$ cat config.mk
export PLATFORM = sky130hd
export DESIGN_NAME = imp_fifo
export DESIGN_NICKNAME = d
export VERILOG_FILES = /design/src/hdl/imp_pkg.sv /design/src/hdl/imp_fifo.sv
export SDC_FILE = /design/constraint.sdc
export NUM_CORES = 1
export LEC_CHECK = 0
export ABC_AREA = 1
export BUFFER_PORTS_ARGS = -buffer_cell sky130_fd_sc_hd__buf_4
export CAP_MARGIN = 40
export CORE_ASPECT_RATIO = 1.4
export CORE_UTILIZATION = 40
export CTS_BUF_LIST = sky130_fd_sc_hd__clkbuf_8
export DETAILED_ROUTE_END_ITERATION = 8
export REMOVE_ABC_BUFFERS = 1
export SLEW_MARGIN = 10
export SYNTH_ARGS = -nofsm -noshare
export SYNTH_HDL_FRONTEND = slang
export SYNTH_SLANG_ARGS = --single-unit
$ cat constraint.sdc
create_clock -name clk -period 8 [get_ports clk]
set_input_delay 1.2 -clock clk [delete_from_list [all_inputs] [get_ports clk]]
set_output_delay 1.2 -clock clk [all_outputs]
set_load 0.01 [all_outputs]
$ cat src/hdl/imp_pkg.sv
// shared types, codes and defaults for the instance mask post-processor
// no dependencies
package imp_pkg;

  localparam int CHANNELS_DEF     = 32;
  localparam int PROTO_WIDTH_DEF  = 160;
  localparam int PROTO_HEIGHT_DEF = 160;
  localparam int QUEUE_DEPTH      = 4;

  localparam logic [1:0] FUNC_HEADER = 2'd0;
  localparam logic [1:0] FUNC_COEF   = 2'd1;
  localparam logic [1:0] FUNC_PROTO  = 2'd2;

  localparam logic [2:0] REG_MIN_SCORE       = 3'd0;
  localparam logic [2:0] REG_INVERSE_SCALE   = 3'd1;
  localparam logic [2:0] REG_PAD_X           = 3'd2;
  localparam logic [2:0] REG_PAD_Y           = 3'd3;
  localparam logic [2:0] REG_FRAME_WIDTH     = 3'd4;
  localparam logic [2:0] REG_FRAME_HEIGHT    = 3'd5;
  localparam logic [2:0] REG_PROTO_SCALE_X   = 3'd6;
  localparam logic [2:0] REG_PROTO_SCALE_Y   = 3'd7;

  localparam logic KIND_VERDICT = 1'b0;
  localparam logic KIND_PIXEL   = 1'b1;

  typedef struct packed {
    logic [1:0]         func;
    logic signed [15:0] x1;
    logic signed [15:0] y1;
    logic signed [15:0] x2;
    logic signed [15:0] y2;
    logic [15:0]        score;
    logic [7:0]         cls;
    logic [4:0]         channel;
    logic               chan_last;
    logic signed [15:0] value;
  } op_t;

  typedef struct packed {
    logic [15:0] min_score;
    logic [23:0] inverse_scale;
    logic [11:0] pad_x;
    logic [11:0] pad_y;
    logic [12:0] frame_width;
    logic [12:0] frame_height;
    logic [16:0] proto_scale_x;
    logic [16:0] proto_scale_y;
  } cfg_t;

  typedef struct packed {
    logic        kind;
    logic        kept;
    logic [11:0] box_x;
    logic [11:0] box_y;
    logic [12:0] box_width;
    logic [12:0] box_height;
    logic [7:0]  out_class;
    logic [15:0] out_score;
    logic        mask_bit;
    logic [7:0]  mask_col;
    logic [7:0]  mask_row;
    logic        last;
  } result_t;

endpackage

$ cat src/hdl/imp_fifo.sv
// short queue of classified items between front and back
// depends on imp_pkg
module imp_fifo #(
  parameter int DEPTH = imp_pkg::QUEUE_DEPTH
) (
  input  logic         clk,
  input  logic         rst,
  input  logic         push,
  input  imp_pkg::op_t push_op,
  output logic         full,
  input  logic         pop,
  output imp_pkg::op_t pop_op,
  output logic         empty
);
  import imp_pkg::*;

  localparam int PW = (DEPTH > 1) ? $clog2(DEPTH) : 1;

  op_t           mem [DEPTH];
  logic [PW-1:0] wr_ptr;
  logic [PW-1:0] rd_ptr;
  logic [PW:0]   count;
  logic          do_push;
  logic          do_pop;

  assign full    = (count == (PW+1)'(DEPTH));
  assign empty   = (count == '0);
  assign do_push = push && !full;
  assign do_pop  = pop && !empty;
  assign pop_op  = mem[rd_ptr];

  always_ff @(posedge clk) begin
    if (do_push) begin
      mem[wr_ptr] <= push_op;
    end
  end

  always_ff @(posedge clk) begin
    if (rst) begin
      wr_ptr <= '0;
      rd_ptr <= '0;
      count  <= '0;
    end else begin
      if (do_push) begin
        wr_ptr <= (wr_ptr == PW'(DEPTH - 1)) ? '0 : wr_ptr + 1'b1;
      end
      if (do_pop) begin
        rd_ptr <= (rd_ptr == PW'(DEPTH - 1)) ? '0 : rd_ptr + 1'b1;
      end
      if (do_push && !do_pop) begin
        count <= count + 1'b1;
      end else if (!do_push && do_pop) begin
        count <= count - 1'b1;
      end
    end
  end

endmodule

After elaboration in Yosys (flattened, before gate mapping)
Memories as Yosys holds them, arrays and structs flattened. A register that Yosys moved wholly into a read port is not among the register bits.
Index checks and enable logic that the tools add are counted.
- register bits after elaboration: 7
- bits in writable memories: 448
- input port bits: 116
- output and inout port bits: 114
- word-level logic and storage cells: 29
- memories: 1
- memories (name ; depth ; width ; read ports ; clocked after memory_dff ; wr ports ; line ; RTL):
    mem ; 4 ; 112 ; 1 ; 1 ; 1 ; imp_fifo.sv:19 ; op_t mem [DEPTH];
- $add $sub $neg: 4
- eq/ne operators: 3
- multiplexer cells: 8
- reduce and logical (&&, ||, !) cells: 10
- operators by type and width (cell ; number):
    2-bit 2-to-1 mux ; 4
    3-bit 2-to-1 mux ; 2
    2-bit by 1-bit adder with 2-bit output (second input constant) ; 2
    2-bit equality test (second input constant) ; 2
    1-bit logical AND ; 4
    1-bit logical NOT ; 4
    3-bit by 1-bit adder with 3-bit output (second input constant) ; 1
    3-bit equality test (second input constant) ; 1
    3-bit logical NOT ; 1
    3-bit by 1-bit subtractor with 3-bit output (second input constant) ; 1
    1-bit 2-to-1 mux ; 2
    2-bit nonzero test ; 1

Depth between registers and ports, before layout
- depth after elaboration: 7
- gate-level depth with buffers: 13
- depth with buffers taken out: 13

Least setup slack after synthesis
Ideal clock, no wire load.
- kind: input port to flip-flop
- from: input port push
- to: memory mem[0][0] (netlist name) (enable)
- data arrival time: 6001 ps
- setup slack: 1415 ps
- cell stages on the path: 2
- path buffers: 0
- path through: nand2_1 nor2_1
- cells in the longest elaborated chain, start to end: 3
- ends and longest elaborated chain (element ; line ; RTL):
    start, declared ; imp_fifo.sv:8 ; input logic push,
    1-bit logical AND ; imp_fifo.sv:28 ; assign do_push = push && !full;
    1-bit 2-to-1 mux ; imp_fifo.sv:33 ; if (do_push) begin
    1-bit 2-to-1 mux (implied by the code) ; imp_fifo.sv:34 ; mem[wr_ptr] <= push_op;
    end, declared ; imp_fifo.sv:19 ;
Every way passes these cells.

==> results_dict.tcl <==
set metrics [dict create \
    reg2regPathDepth 6 \
    place_congestion 0.7296 \
    viasPerCell 5.148 \
    hold_ws_ps 540.1 \
    grt_pass1_vias 10090 \
    r2r-start "count[1]" \
    grt_first_pass_wirelength_um 58390 \
    status "finished, final reports clean" \
    hold_path_class "reg2reg" \
    r2r_setup_slack_ps 5780 \
    portBuffers 229 \
    clock-sinks 457 \
    core_area_um2 42200 \
    firstDrtPassIters 4 \
    fin_crit_ps 4923 \
    num_rows 89 \
    drc 0 \
    synth_seq_cells 457 \
    period_share_pct 61.54 \
    drtAntennaViolNets 0 \
    clk_pin_slew_ps 60 \
    top_usage_layer "met2" \
    yosys_warnings 0 \
    fin_util_pct 49.01 \
    crit_fanout 82 \
    met3_usage_pct 4.259 \
    initial_core_util_pct 40.52 \
    cts-resized-gates 0 \
    vdd_drop_max_v 0.0001542 \
    grt_max_degree 118 \
    max_cap_viol_count 0 \
    pre_cts_slack_ps 3635 \
    cts_htree_levels 3 \
    setup_viol 0 \
    syn-cell-area_um2 17100 \
    max-slew-margin-rel_pct 42.91 \
    drive_gt1_share_pct 23.70 \
    critPathRequiredTime_ps 6800 \
    io_pins 230 \
    via_count 10320 \
    synth.distinct_cells 24 \
    hold_violations 0 \
    power.leakage_nw 7.313 \
    wl_per_cell_um 19.59 \
    endpoint_kind "output pin" \
    fin_cells 2004 \
    yosysSeqAreaShare_pct 79.72 \
    powerDensity_nw_per_um2 333.4 \
    die_area_um2 43590 \
    layout_setup_ws_ps 3077 \
    cts_made_buffers 71 \
    drt-total-wl_um 39260 \
    antenna_found_initial 3 \
    min_from "rd_ptr[1]" \
    chipHeight_um 246.6 \
    clk_path_buf_depth 3 \
    postCtsHoldBufs 0 \
    cts-root-buf "clkbuf_8" \
    drv_slew 0 \
    avgSynthCellArea_um2 14.82 \
    hold_depth 2 \
    max_freq_ghz 0.2031 \
    grt_use_met1_pct 21.36 \
    skew_ps 21.76 \
    finalSetupTns_ps 0 \
    postCtsSetupRepairBufs 0 \
    cts_tree "done" \
    grtUsageTotal_pct 17.98 \
    dieWidth_um 176.7 \
    dpl.hpwl_um 22340 \
    clock_latency_ps 610 \
    start_kind "flip-flop" \
    critPathArrivalTime_ps 3720 \
    synthCells 1154 \
    final_net_count 1526 \
    r2r-end "mem[2][38]" \
    path_class "reg2out" \
    grt_use_met2_pct 31.10 \
    syn_to_final_growth_pct 20.96 \
    drt_iter0_markers 589 \
    overflow 0 \
    placed_cells 1876 \
    rsz0062_at_grt "no" \
    worstMarginPinSlew_ps 856.4 \
]
==> where the power goes <==
group          internal [W]  switching, W
Combinational      0.000801       0.00123
Sequential          0.00292      0.000130
Clock              0.000959      0.000860
Total               0.00468       0.00222
==> how the worst max path moves through the flow <==
stage,from,to,slack (ps),cells past startpoint
3_5_place_dp,flip-flop,pop_op[109],3630,5
5_1_grt,flip-flop,pop_op[53],2760,5
6_report,flip-flop,pop_op[90],3080,5
3_3_place_gp,flip-flop,pop_op[75],3670,5
2_1_floorplan,push,mem[0][0],1410,2
4_1_cts,flip-flop,pop_op[109],2970,5
==> layout by cell type, fill, tap and decap left out, drive strengths merged, types with 6 or more instances in the layout <==
cell type / count
buf: 249
dfxtp: 9
o22ai: 112
edfxtp: 448
ha: 6
inv: 44
nor2: 241
o21ai: 225
clkinv: 19
nand2: 14
clkbuf: 78
==> cell families after synthesis <==
| family | after synthesis | synth area share (%) |
|---|---|---|
| compound gates | 339 | 10.74 |
| xor+xnor | 1 | 0.05123 |
| fa+ha+maj | 7 | 0.5561 |
| buf+inv | 91 | 3.175 |
| flops | 457 | 79.72 |
| simple gates | 259 | 5.751 |
==> registers in the layout, indices dropped and copies added, names as in the netlist, named ones only <==
| name | count |
|---|---|
| rd_ptr | 2 |
| mem | 448 |
| wr_ptr | 2 |
| count | 3 |
==> area by class of cell <==
cell class              count  area (um2)
well taps                 546       683.2
diodes                      2       5.005
repair buffers            249        2002
fillers                  3607       21520
clock buffers              78        1074
flip-flops and latches    457       13640
inverters                  18       76.32
clock inverters            48       249.0
multi-input cells         606        2954
==> routing by layer <==
layer	up-vias	share of wire (%)
li1	4851	-
met1	5128	39
met2	271	52
met3	64	5.8
met4	2	2.3
met5	-	0.033
==> stage by stage <==
step	power (W)	instance area (um2)
detailed placement	0.005172	19360
CTS	0.006998	20680
global placement	0.005112	19170
finish	0.006896	20680
global route	0.007279	20680
floorplan	0.004103	16630
==> worst max-delay path, cell delays in order (launching register included) <==
cell	delay [ps]
dfxtp_4	900
buf_4	680
buf_4	750
o21ai_0	200
o22ai_1	300
buf_4	180
==> Yosys cell counts <==
cell type    n  area (um2)
a21oi_1      2       10.01
buf_12       1       20.02
buf_2        8       40.04
buf_4        2       15.01
buf_6       18       202.7
buf_8        2       30.03
clkbuf_1    40       150.1
clkbuf_2     2       10.01
dfxtp_1      9       180.2
edfxtp_1   448       13450
fa_1         1       20.02
ha_1         6       75.07
inv_1       16       60.06
inv_2        1       3.750
inv_8        1       11.26
nand2_1     14       52.55
nand3_1      1       5.000
nand3b_1     2       15.01
nand4_1      1       6.260
nor2_1     241       904.6
o21ai_0    175       875.8
o21ai_1     50       250.2
o22ai_1    112       700.7
xor2_1       1       8.760
(Power assumes the default switching activity.)
